`src/hw/rtl/assert_macros.svh`:
```
// Assertion macros shared by the bitonic sorter RTL.
`ifndef ASSERT_MACROS_SVH
`define ASSERT_MACROS_SVH
`ifndef ASSERT_OFF
`define BS_ASSERT(lbl, clk, rstn, prop) \
  lbl: assert property (@(posedge clk) disable iff (!rstn) prop) \
    else $error("bitonic sorter assertion failed");
`define BS_NEVER(lbl, clk, rstn, expr) \
  lbl: assert property (@(posedge clk) disable iff (!rstn) !(expr)) \
    else $error("bitonic sorter forbidden condition seen");
`else
`define BS_ASSERT(lbl, clk, rstn, prop)
`define BS_NEVER(lbl, clk, rstn, expr)
`endif
`endif

```
`src/hw/rtl/bsort_pkg.sv`:
```
// Types shared by the bitonic sorter modules.
package bsort_pkg;

  // Sequencer states, one-hot.
  typedef enum logic [7:0] {
    S_LOAD     = 8'b0000_0001,
    S_SIZE     = 8'b0000_0010,
    S_PAD      = 8'b0000_0100,
    S_RD       = 8'b0000_1000,
    S_CMP      = 8'b0001_0000,
    S_WR2      = 8'b0010_0000,
    S_EMIT_RD  = 8'b0100_0000,
    S_EMIT_OUT = 8'b1000_0000
  } state_t;

  // Strobes from the sequencer to the element memory.
  typedef struct packed {
    logic we;
    logic re;
  } mem_ctl_t;

endpackage

```
`src/hw/rtl/bsort_mem.sv`:
```
// Element memory: one write port, two registered read ports.
module bsort_mem #(
  parameter int DATA_WIDTH = 32,
  parameter int ADDR_WIDTH = 6
) (
  input  logic                  clk,
  input  bsort_pkg::mem_ctl_t   ctl,
  input  logic [ADDR_WIDTH-1:0] waddr,
  input  logic [DATA_WIDTH-1:0] wdata,
  input  logic [ADDR_WIDTH-1:0] raddr_a,
  input  logic [ADDR_WIDTH-1:0] raddr_b,
  output logic [DATA_WIDTH-1:0] rdata_a,
  output logic [DATA_WIDTH-1:0] rdata_b
);
  import bsort_pkg::*;

  localparam int Depth = 1 << ADDR_WIDTH;

  logic [DATA_WIDTH-1:0] mem [Depth];

  always_ff @(posedge clk) begin
    if (ctl.we) begin
      mem[waddr] <= wdata;
    end
  end

  always_ff @(posedge clk) begin
    if (ctl.re) begin
      rdata_a <= mem[raddr_a];
      rdata_b <= mem[raddr_b];
    end
  end

endmodule

```
`src/hw/rtl/bsort_cmpx.sv`:
```
// Shared compare unit: decides whether a compare-exchange pair must swap.
module bsort_cmpx #(
  parameter int DATA_WIDTH = 32
) (
  input  logic [DATA_WIDTH-1:0] lo_val,
  input  logic [DATA_WIDTH-1:0] hi_val,
  input  logic                  up,
  output logic                  swap
);
  import bsort_pkg::*;

  logic lo_greater;

  // Signed order: the lower slot holds the larger value.
  assign lo_greater = $signed(lo_val) > $signed(hi_val);
  // Ascending runs swap when the lower slot is larger, descending runs otherwise.
  assign swap = (lo_greater == up);

endmodule

```
`src/hw/rtl/bitonic_sorter_core.sv`:
```
// After the last value the core sizes the set, pads it, then runs L(L+1)/2 network stages of
// P/2 pairs, each pair read, compared and written back (a second write on a swap), and emits.
// P is N rounded up to a power of two, L = log2(P).
// One set is handled at a time: the input reopens only after the last value is emitted.
// The speed is set by the single compare unit and the one write port of the element memory.
// Reset (rst_n low, synchronous) empties the set; the memory contents are not cleared.
module bitonic_sorter_core #(
  parameter int MAX_ITEMS  = 64,
  parameter int DATA_WIDTH = 32
) (
  input  logic                  clk,
  input  logic                  rst_n,
  input  logic                  in_valid,
  output logic                  in_ready,
  input  logic [DATA_WIDTH-1:0] in_value,
  input  logic                  in_last_in,
  output logic                  out_valid,
  input  logic                  out_ready,
  output logic [DATA_WIDTH-1:0] out_sorted_value,
  output logic                  out_last_out
);
  import bsort_pkg::*;
  `include "assert_macros.svh"

  // AW addresses the memory, IW holds sizes up to the full padded depth,
  // CW holds the count of values up to MAX_ITEMS.
  localparam int AW = $clog2(MAX_ITEMS);
  localparam int IW = AW + 1;
  localparam int CW = $clog2(MAX_ITEMS + 1);
  localparam logic [CW-1:0] CntMax = CW'(MAX_ITEMS);
  localparam logic [DATA_WIDTH-1:0] MostNeg = {1'b1, {(DATA_WIDTH-1){1'b0}}};

  state_t state_r, state_nxt;
  logic [CW-1:0] cnt_r, cnt_nxt;
  logic [DATA_WIDTH-1:0] max_r, max_nxt;
  logic [IW-1:0] size_r, size_nxt;
  logic [IW-1:0] k_r, k_nxt;
  logic [IW-1:0] j_r, j_nxt;
  logic [IW-1:0] i_r, i_nxt;
  logic [CW-1:0] e_r, e_nxt;

  mem_ctl_t mem_ctl;
  logic [AW-1:0] waddr, raddr_a, raddr_b;
  logic [DATA_WIDTH-1:0] wdata, rdata_a, rdata_b;

  logic [IW-1:0] cnt_ext, partner;
  logic [IW:0] inc1, inc2;
  logic up, swap, in_acc, out_acc, emit_last;

  // The element memory holds the set and the padding; the network works in place.
  bsort_mem #(
    .DATA_WIDTH(DATA_WIDTH),
    .ADDR_WIDTH(AW)
  ) u_mem (
    .clk    (clk),
    .ctl    (mem_ctl),
    .waddr  (waddr),
    .wdata  (wdata),
    .raddr_a(raddr_a),
    .raddr_b(raddr_b),
    .rdata_a(rdata_a),
    .rdata_b(rdata_b)
  );

  // One compare unit serves every compare-exchange of the network.
  bsort_cmpx #(
    .DATA_WIDTH(DATA_WIDTH)
  ) u_cmpx (
    .lo_val(rdata_a),
    .hi_val(rdata_b),
    .up    (up),
    .swap  (swap)
  );

  assign in_ready         = (state_r == S_LOAD);
  assign out_valid        = (state_r == S_EMIT_OUT);
  assign in_acc           = in_valid && in_ready;
  assign out_acc          = out_valid && out_ready;
  assign out_sorted_value = rdata_a;
  assign emit_last        = (e_r == cnt_r - CW'(1));
  assign out_last_out     = emit_last;

  assign cnt_ext = IW'(cnt_r);
  // The partner of slot i sits j above it; i always has the j bit clear.
  assign partner = i_r ^ j_r;
  // A run sorts ascending when the k bit of the slot index is clear.
  assign up      = ((i_r & k_r) == '0);

  // Next slot with the j bit clear: step by one, and skip the upper half of a block.
  assign inc1 = {1'b0, i_r} + (IW+1)'(1);
  always_comb begin
    if ((inc1[IW-1:0] & j_r) != '0) begin
      inc2 = inc1 + {1'b0, j_r};
    end else begin
      inc2 = inc1;
    end
  end

  always_comb begin
    state_nxt   = state_r;
    cnt_nxt     = cnt_r;
    max_nxt     = max_r;
    size_nxt    = size_r;
    k_nxt       = k_r;
    j_nxt       = j_r;
    i_nxt       = i_r;
    e_nxt       = e_r;
    mem_ctl.we  = 1'b0;
    mem_ctl.re  = 1'b0;
    waddr       = i_r[AW-1:0];
    wdata       = max_r;
    raddr_a     = i_r[AW-1:0];
    raddr_b     = partner[AW-1:0];

    unique case (state_r)
      S_LOAD: begin
        waddr = cnt_r[AW-1:0];
        wdata = in_value;
        if (in_acc) begin
          // Values beyond MAX_ITEMS are dropped, but a final one still starts the sort.
          if (cnt_r < CntMax) begin
            mem_ctl.we = 1'b1;
            cnt_nxt    = cnt_r + CW'(1);
            if (cnt_r == '0 || $signed(in_value) > $signed(max_r)) begin
              max_nxt = in_value;
            end
          end
          if (in_last_in) begin
            size_nxt  = IW'(1);
            state_nxt = S_SIZE;
          end
        end
      end

      S_SIZE: begin
        // Round the count up to a power of two, one doubling a cycle.
        if (size_r < cnt_ext) begin
          size_nxt = size_r << 1;
        end else begin
          i_nxt     = cnt_ext;
          state_nxt = S_PAD;
        end
      end

      S_PAD: begin
        // Fill the slots above the set with its largest value.
        if (i_r < size_r) begin
          mem_ctl.we = 1'b1;
          waddr      = i_r[AW-1:0];
          wdata      = max_r;
          i_nxt      = i_r + IW'(1);
        end else if (size_r == IW'(1)) begin
          e_nxt     = '0;
          state_nxt = S_EMIT_RD;
        end else begin
          k_nxt     = IW'(2);
          j_nxt     = IW'(1);
          i_nxt     = '0;
          state_nxt = S_RD;
        end
      end

      S_RD: begin
        mem_ctl.re = 1'b1;
        state_nxt  = S_CMP;
      end

      S_CMP, S_WR2: begin
        // On a swap the lower slot is written in S_CMP and the upper one in S_WR2.
        if (state_r == S_CMP) begin
          waddr = i_r[AW-1:0];
          wdata = rdata_b;
        end else begin
          waddr = partner[AW-1:0];
          wdata = rdata_a;
        end
        mem_ctl.we = (state_r == S_WR2) || swap;
        if (state_r == S_CMP && swap) begin
          state_nxt = S_WR2;
        end else if (inc2 < {1'b0, size_r}) begin
          i_nxt     = inc2[IW-1:0];
          state_nxt = S_RD;
        end else begin
          // End of a network stage: halve the distance, or open the next merge size.
          i_nxt = '0;
          if (j_r != IW'(1)) begin
            j_nxt     = j_r >> 1;
            state_nxt = S_RD;
          end else if (k_r != size_r) begin
            k_nxt     = k_r << 1;
            j_nxt     = k_r;
            state_nxt = S_RD;
          end else begin
            e_nxt     = '0;
            state_nxt = S_EMIT_RD;
          end
        end
      end

      S_EMIT_RD: begin
        mem_ctl.re = 1'b1;
        raddr_a    = e_r[AW-1:0];
        state_nxt  = S_EMIT_OUT;
      end

      S_EMIT_OUT: begin
        // The read data register holds the request until it is taken.
        if (out_acc) begin
          if (emit_last) begin
            cnt_nxt   = '0;
            max_nxt   = MostNeg;
            state_nxt = S_LOAD;
          end else begin
            e_nxt     = e_r + CW'(1);
            state_nxt = S_EMIT_RD;
          end
        end
      end

      default: begin
        state_nxt = S_LOAD;
      end
    endcase
  end

  always_ff @(posedge clk) begin
    if (!rst_n) begin
      state_r <= S_LOAD;
      cnt_r   <= '0;
      max_r   <= MostNeg;
      size_r  <= IW'(1);
      k_r     <= IW'(2);
      j_r     <= IW'(1);
      i_r     <= '0;
      e_r     <= '0;
    end else begin
      state_r <= state_nxt;
      cnt_r   <= cnt_nxt;
      max_r   <= max_nxt;
      size_r  <= size_nxt;
      k_r     <= k_nxt;
      j_r     <= j_nxt;
      i_r     <= i_nxt;
      e_r     <= e_nxt;
    end
  end

  // Loading and emitting never overlap.
  `BS_NEVER(a_load_emit_excl, clk, rst_n, in_ready && out_valid)
  // The set never holds more than MAX_ITEMS values.
  `BS_ASSERT(a_cnt_bound, clk, rst_n, cnt_r <= CntMax)
  // The second write of an exchange only follows a compare that swapped.
  `BS_ASSERT(a_wr2_after_cmp, clk, rst_n, (state_r == S_WR2) |-> ($past(state_r) == S_CMP))
  // Taking the final request empties the set and reopens the input.
  `BS_ASSERT(a_last_reopens, clk, rst_n, (out_acc && out_last_out) |=> (in_ready && cnt_r == '0))

endmodule
```
`config.mk`:
```
export PLATFORM = sky130hd
export DESIGN_NAME = bitonic_sorter_core
export DESIGN_NICKNAME = d
export VERILOG_FILES = /design/src/hw/rtl/bsort_pkg.sv /design/src/hw/rtl/bsort_mem.sv /design/src/hw/rtl/bsort_cmpx.sv /design/src/hw/rtl/bitonic_sorter_core.sv
export VERILOG_INCLUDE_DIRS = /design/src /design/src/hw/rtl
export SDC_FILE = /design/constraint.sdc
export NUM_CORES = 2
export LEC_CHECK = 0
export BUFFER_PORTS_ARGS = -buffer_cell sky130_fd_sc_hd__clkbuf_2
export CAP_MARGIN = 5
export CORE_ASPECT_RATIO = 0.7
export CORE_MARGIN = 1.5
export CORE_UTILIZATION = 45
export DETAILED_ROUTE_END_ITERATION = 10
export PLACE_DENSITY = 0.56
export SETUP_SLACK_MARGIN = 0.05
export SYNTH_ARGS = -nofsm -noshare
export SYNTH_HDL_FRONTEND = slang
export SYNTH_SLANG_ARGS = --single-unit
```
`constraint.sdc`:
```
create_clock -name clk -period 5.95 [get_ports clk]
set_clock_uncertainty 0.2 [all_clocks]
set_input_delay 0.2975 -clock clk [delete_from_list [all_inputs] [get_ports clk]]
set_output_delay 0.2975 -clock clk [all_outputs]
set_load 0.05 [all_outputs]
```
* Yosys cells after proc, flatten, opt, wreduce, memory -nomap -nowiden
Memories as Yosys holds them, arrays and structs flattened. A register that Yosys moved wholly into a read port is not among the register bits.
Index checks and enable logic that the tools add are counted.
W data, S select, Z words.
** Word-level totals
- Output and inout bits :: 35
- Word-level logic and storage cells :: 148
- Input bits :: 37
- Memories kept :: 1
- Bits in registers :: 82
- RAM bits :: 2048
** Operators by class
- Add/sub/neg operators :: 6
- Bitwise logic cells :: 3
- Reductions and logical operators :: 23
- Magnitude comparators :: 6
- Muxes and demuxes :: 69
- Eq/ne operators :: 32
** Memory list
- u_mem.mem :: words 64, bits a word 32, rd ports 2, clocked after memory_dff 2, write ports 1, RTL line bsort_mem.sv:19 : logic [DATA_WIDTH-1:0] mem [Depth];
** Operators with widths (count)
- $mux W7 :: 38
- $mux W32 :: 6
- $pmux W32 S2 :: 2
- $gt A32 B32 Y1 :: 2
- $pmux W7 S2 :: 4
- $pmux W8 S7 :: 1
- $mux W8 :: 6
- $pmux W7 S3 :: 2
- $ne A2 B2 Y1 const B :: 11
- $add A7 B1 Y7 const B :: 3
- $and A7 B7 Y7 :: 2
- $logic_not A7 Y1 :: 2
- $lt A7 B7 Y1 :: 2
- $mux W6 :: 2
- $ne A2 B1 Y1 const B :: 6
- $pmux W6 S2 :: 1
- $reduce_and A6 Y1 :: 2
- $reduce_and A5 Y1 :: 2
- $reduce_and A9 Y1 :: 1
- $add A7 B1 Y8 const B :: 1
- $add A8 B7 Y8 :: 1
- $eq A8 B1 Y1 const B :: 1
- $eq A8 B2 Y1 const B :: 1
- $eq A8 B3 Y1 const B :: 1
- 25 further kinds :: 39

* Depth between registers and ports, before layout
- Depth in word-level cells :: 8
- Depth in mapped cells :: 20
- Mapped depth without buffers :: 19

* Cells and area by module
A second synthesis with hierarchy kept.
** Unflattened totals
- Cells, all modules :: 5404
- Area total of the unflattened synthesis :: 104019.8 um^2
** Modules (own cells, without submodules)
- bsort_mem :: sequential area each 63420.8 um^2, area each 96356.2 um^2, cells each 4409, times used 1
- bitonic_sorter_core :: sequential area each 1621.6 um^2, area each 6764.0 um^2, cells each 876, times used 1
- bsort_cmpx :: sequential area each 0.0 um^2, area each 899.6 um^2, cells each 119, times used 1

* Worst setup path before layout
OpenSTA, ideal clock, no wires.
- Path kind :: register to register
- From :: register state_r[7]
- To :: register state_r[3]
- Arrival :: 4675 ps
- Setup time :: 120 ps
- Required time :: 5630 ps
- Period minus slack after synthesis :: 4995 ps
- Slack :: 955 ps
- Buffers on the path :: 0
- Cell stages (with the launch flop) :: 6
- Cell sequence :: dfxtp_1 -> nor4_4 -> nand2_1 -> a21oi_1 -> nor4b_1 -> a2111oi_0
** On the way
- Cells in the longest elaborated chain, start to end :: 4
- Elaborated cells on any way between the ends :: 20
- Those cells by class :: 13 x eq/ne; 2 x mux; 5 x reduce/logical
** Ends and longest elaborated chain
- start: declaration :: RTL line bitonic_sorter_core.sv:33 : state_t state_r, state_nxt;
- start signal: assignment :: RTL line bitonic_sorter_core.sv:237 : state_r <= state_nxt;
- $eq A8 B5 Y1 (tied with other cells) :: RTL line bitonic_sorter_core.sv:115, bitonic_sorter_core.sv:178
- $logic_and A1 B1 Y1 (on tied branches) :: RTL line bitonic_sorter_core.sv:178, bitonic_sorter_core.sv:77, bitonic_sorter_core.sv:78
- $mux W7 or $ne A2 B1 Y1 (tied branches)
- $pmux W8 S7 or $reduce_and A5 Y1 (tied branches)
Parallel ways exist; a longest one is shown, timed or not.
A chain may end at the register's enable or synchronous reset.

* Final worst setup path
- From :: register state_r[7]
- To :: register u_mem.rdata_a[31], read port of u_mem.mem (data pin)
** On the way
- Cells in the longest elaborated chain, start to end :: 3
- Elaborated cells on any way between the ends :: 5
- Those cells by class :: 2 x eq/ne; 2 x mux; 1 x reduce/logical
** Ends and longest elaborated chain
- $eq A8 B7 Y1 or $eq A8 B4 Y1 (tied branches) :: RTL line bitonic_sorter_core.sv:115 : unique case (state_r)
- $reduce_or A2 Y1 (no line)
- $mux W1 :: RTL line bitonic_sorter_core.sv:115
- end: declaration :: RTL line bsort_mem.sv:12 : output logic [DATA_WIDTH-1:0] rdata_a,
Parallel ways exist; a longest one is shown, timed or not.

==> out/qor.txt <==
crit end category = register
Max FO, Critical Path = 19
Slew Limit Fails = 0
CP Buf/Inv Count = 3
Final ANT Viol Nets = 0
CP Depth = 11
hold path depth = 4
DR WL/cell = 38.34 um
Placer Congestion = 0.9253
Root Driver = clkbuf_16
critical path's slowest cell = nand4_1
post-route cell area = 118100 um2
CTS Sinks = 2193
ys flop type = edfxtp_1
maxcap violations = 0
Yosys top cell area share = 0.6083
path depth of the worst reg2reg path = 11
Multi-input gate area = 37280 um2
fraction of layout cells with a size suffix above 1 = 0.2096
Post-DP Area = 111000 um2
post-route setup slack = -0.03155 ns
Vias/cell = 6.925
Post-synth EDFFs = 2112
Setup Buffers After CTS = 0
Top Family by Delay on Critical Path = simple AND/OR/NAND/NOR gates
max frequency = 167.2 MHz
H-tree Lvls = 4
die height = 405.7 um
Max Root-Sink Buffers = 4
worst skew pair latency = 0.91 ns
port buffer count = 71
total gr overflow = 0
Initial Utilization = 0.4539
first-pass GRT wire length = 556800 um
clock-pin slew on the worst setup and hold paths = 0.07 ns
Area growth syn-to-layout = 13.28%
filler cell count in the final layout = 18840
Synth Register Bits = 2193
die width = 578.3 um
synth top area cells = edfxtp_1 (61%), mux4_2 (15%), nand2_1 (5.9%), nand3_1 (2.2%), mux2i_1 (1.7%)
final setup fails = 1
crit path cell chain = nor4_4, nand3_4, mux2_4, nor2_4, buf_12, buf_12, buf_4, a32oi_1, and3_1, a31oi_1, nand4_1
top-count cell post-synth = edfxtp_1
DRT Pass-1 Iters = 8
worst-margin pin slew = 1.309 ns
post-synthesis cell area = 104300 um2
Final Util = 0.5142
CP peak stage delay = 1.06 ns
CTS tree = built
GRT Util Overall = 0.3440
Setup TNS = -0.03155 ns
DR vias = 73590
Final nets = 7534
Resized cells post-CTS = 0
min cycle time layout = 5.982 ns
Slew HR = 0.1239
RSZ-0062 raised after global routing = no
WL final = 407400 um
Final Hold Fails = 0
Hold WS = 0.04476 ns
failing checks = negative setup slack
Mapped Cells = 7224
Synth async-reset ratio = 0
CTS Buf Count = 217
vias in the first global route = 68340
Unique masters post-synth = 78
status = finished with violations
worst min-delay path class = input pin to register
total power = 0.03293 W
initial antenna violation count = 22
drt drc = 0
Synth top cells by count = edfxtp_1 (2112), nand2_1 (1644), mux4_2 (706)
Crit Path Class = register to register
initial drt markers = 13240
Avg Cell Area, Syn = 14.43 um2
Site Rows = 147
PwrDens = 278.8 nW/um2
hpwl dp = 244700 um
Worst setup SP type = register
Core ar. = 229700 um2
Worst VDD drop = 0.2422 mV
Synth Warn # = 0
largest area contributor in the netlist = edfxtp_1
Ports = 72
Final period util = 1.005
Pleak = 38.61 nW
WP data arrival = 5.97 ns
Critical Path RT = 5.94 ns
Die Area = 234600 um2
largest net degree at the start of global routing = 109
Mapped Nets = 7355
FF/Latch Area = 65040 um2
sequential area share after synthesis = 0.6238
hold buffers post-CTS = 51
Worst path most repeated cell = buf_12
-- placed cells by master (no fill, tap or decap), types with 51 or more instances in the layout --
cell           count
edfxtp_1        2112
nand2_1         1617
mux4_2           706
nand3_1          465
buf_4            271
a31oi_1          230
clkbuf_16        222
mux2i_1          172
nand4_1          137
a32oi_1          130
buf_12           105
and3_1            93
ha_1              92
inv_1             91
dfxtp_1           81
nor2_4            71
clkbuf_2          71
a211oi_1          67
o2111ai_1         60
a21oi_1           52
dlygate4sd3_1     51
-- worst register-to-register path, cell delays in order, from the launching register on --
cell and delay, ns:
dfxtp_1 0.37, nor4_4 0.58, nand3_4 0.33, mux2_4 0.47
nor2_4 0.89, buf_12 0.31, buf_12 0.24, buf_4 0.30
a32oi_1 0.12, and3_1 0.19, a31oi_1 0.26, nand4_1 1.06
-- report_power, final --
group | leakage (nW) | internal (W) | total [W] | switching, W
registers | 19.8 | 0.0174 | 0.0174 | 0.0000498
clock network | 3.21 | 0.00734 | 0.0134 | 0.00609
logic | 15.6 | 0.000508 | 0.00208 | 0.00157
total | 38.6 | 0.0252 | 0.0329 | 0.00771
-- per-stage QoR --
stage / setup slack (ns) / std cells
5_1_grt: 0.06167 / 10620
4_1_cts: 0.3314 / 10620
2_1_floorplan: 0.9554 / 7224
3_3_place_gp: 0.3259 / 10190
3_5_place_dp: 0.3432 / 10190
6_report: -0.03155 / 10630
-- cell families (layout without fill, tap and decap cells) --
logic type	after synthesis	in the layout	share of synthesized area
AND/OR/NAND/NOR	2602	2602	0.1106
other	0	11	0
adder cells (fa/ha/maj)	94	94	0.01135
flip-flops	2193	2193	0.6238
buffers and inverters	631	969	0.02603
AO/OA/AOI/OAI	777	777	0.05461
XOR/XNOR	34	34	0.002856
multiplexers	893	893	0.1708
-- registers in the layout (all words and copies together) (netlist names) --
name and flops:
state_r 8, i_r 7, max_r 32, size_r 7, j_r 7, u_mem.rdata_b 32, u_mem.rdata_a 32, cnt_ext 7
k_r 6, u_mem.mem 2048, e_r 7
-- worst paths after layout --
kind	from	endpoint	slack [ns]
worst max register to register	state_r[7]$_SDFFE_PN0P_	u_mem.rdata_a[31]$_DFFE_PP_	-0.03
worst min register to register	e_r[6]$_SDFFE_PN0P_	e_r[6]$_SDFFE_PN0P_	0.29
worst max-delay path	state_r[7]$_SDFFE_PN0P_	u_mem.rdata_a[31]$_DFFE_PP_	-0.03
worst min-delay path	in_value[14]	max_r[14]$_SDFFE_PN0P_	0.04
-- per-layer routing --
metal  share of wire  routed length, um  GRT usage  vias up
met5         0.00024                 97          0        -
met4           0.048              19520     0.1423       16
met3            0.16              63810     0.1325      922
met2            0.40             165000     0.4664     5872
met1            0.39             159000     0.4921    37770
li1                -                  -          -    29010
-- area by class of cell --
class,instances,share of cell area
clock buffer,270,0.04856
multi-input combinational,4400,0.3156
antenna,11,0.0002330
timing repair buffer,499,0.04245
clock inverter,108,0.007172
tap,3054,0.03235
inverter,92,0.002924
sequential,2193,0.5507
Power figures use the tool's default switching activity.
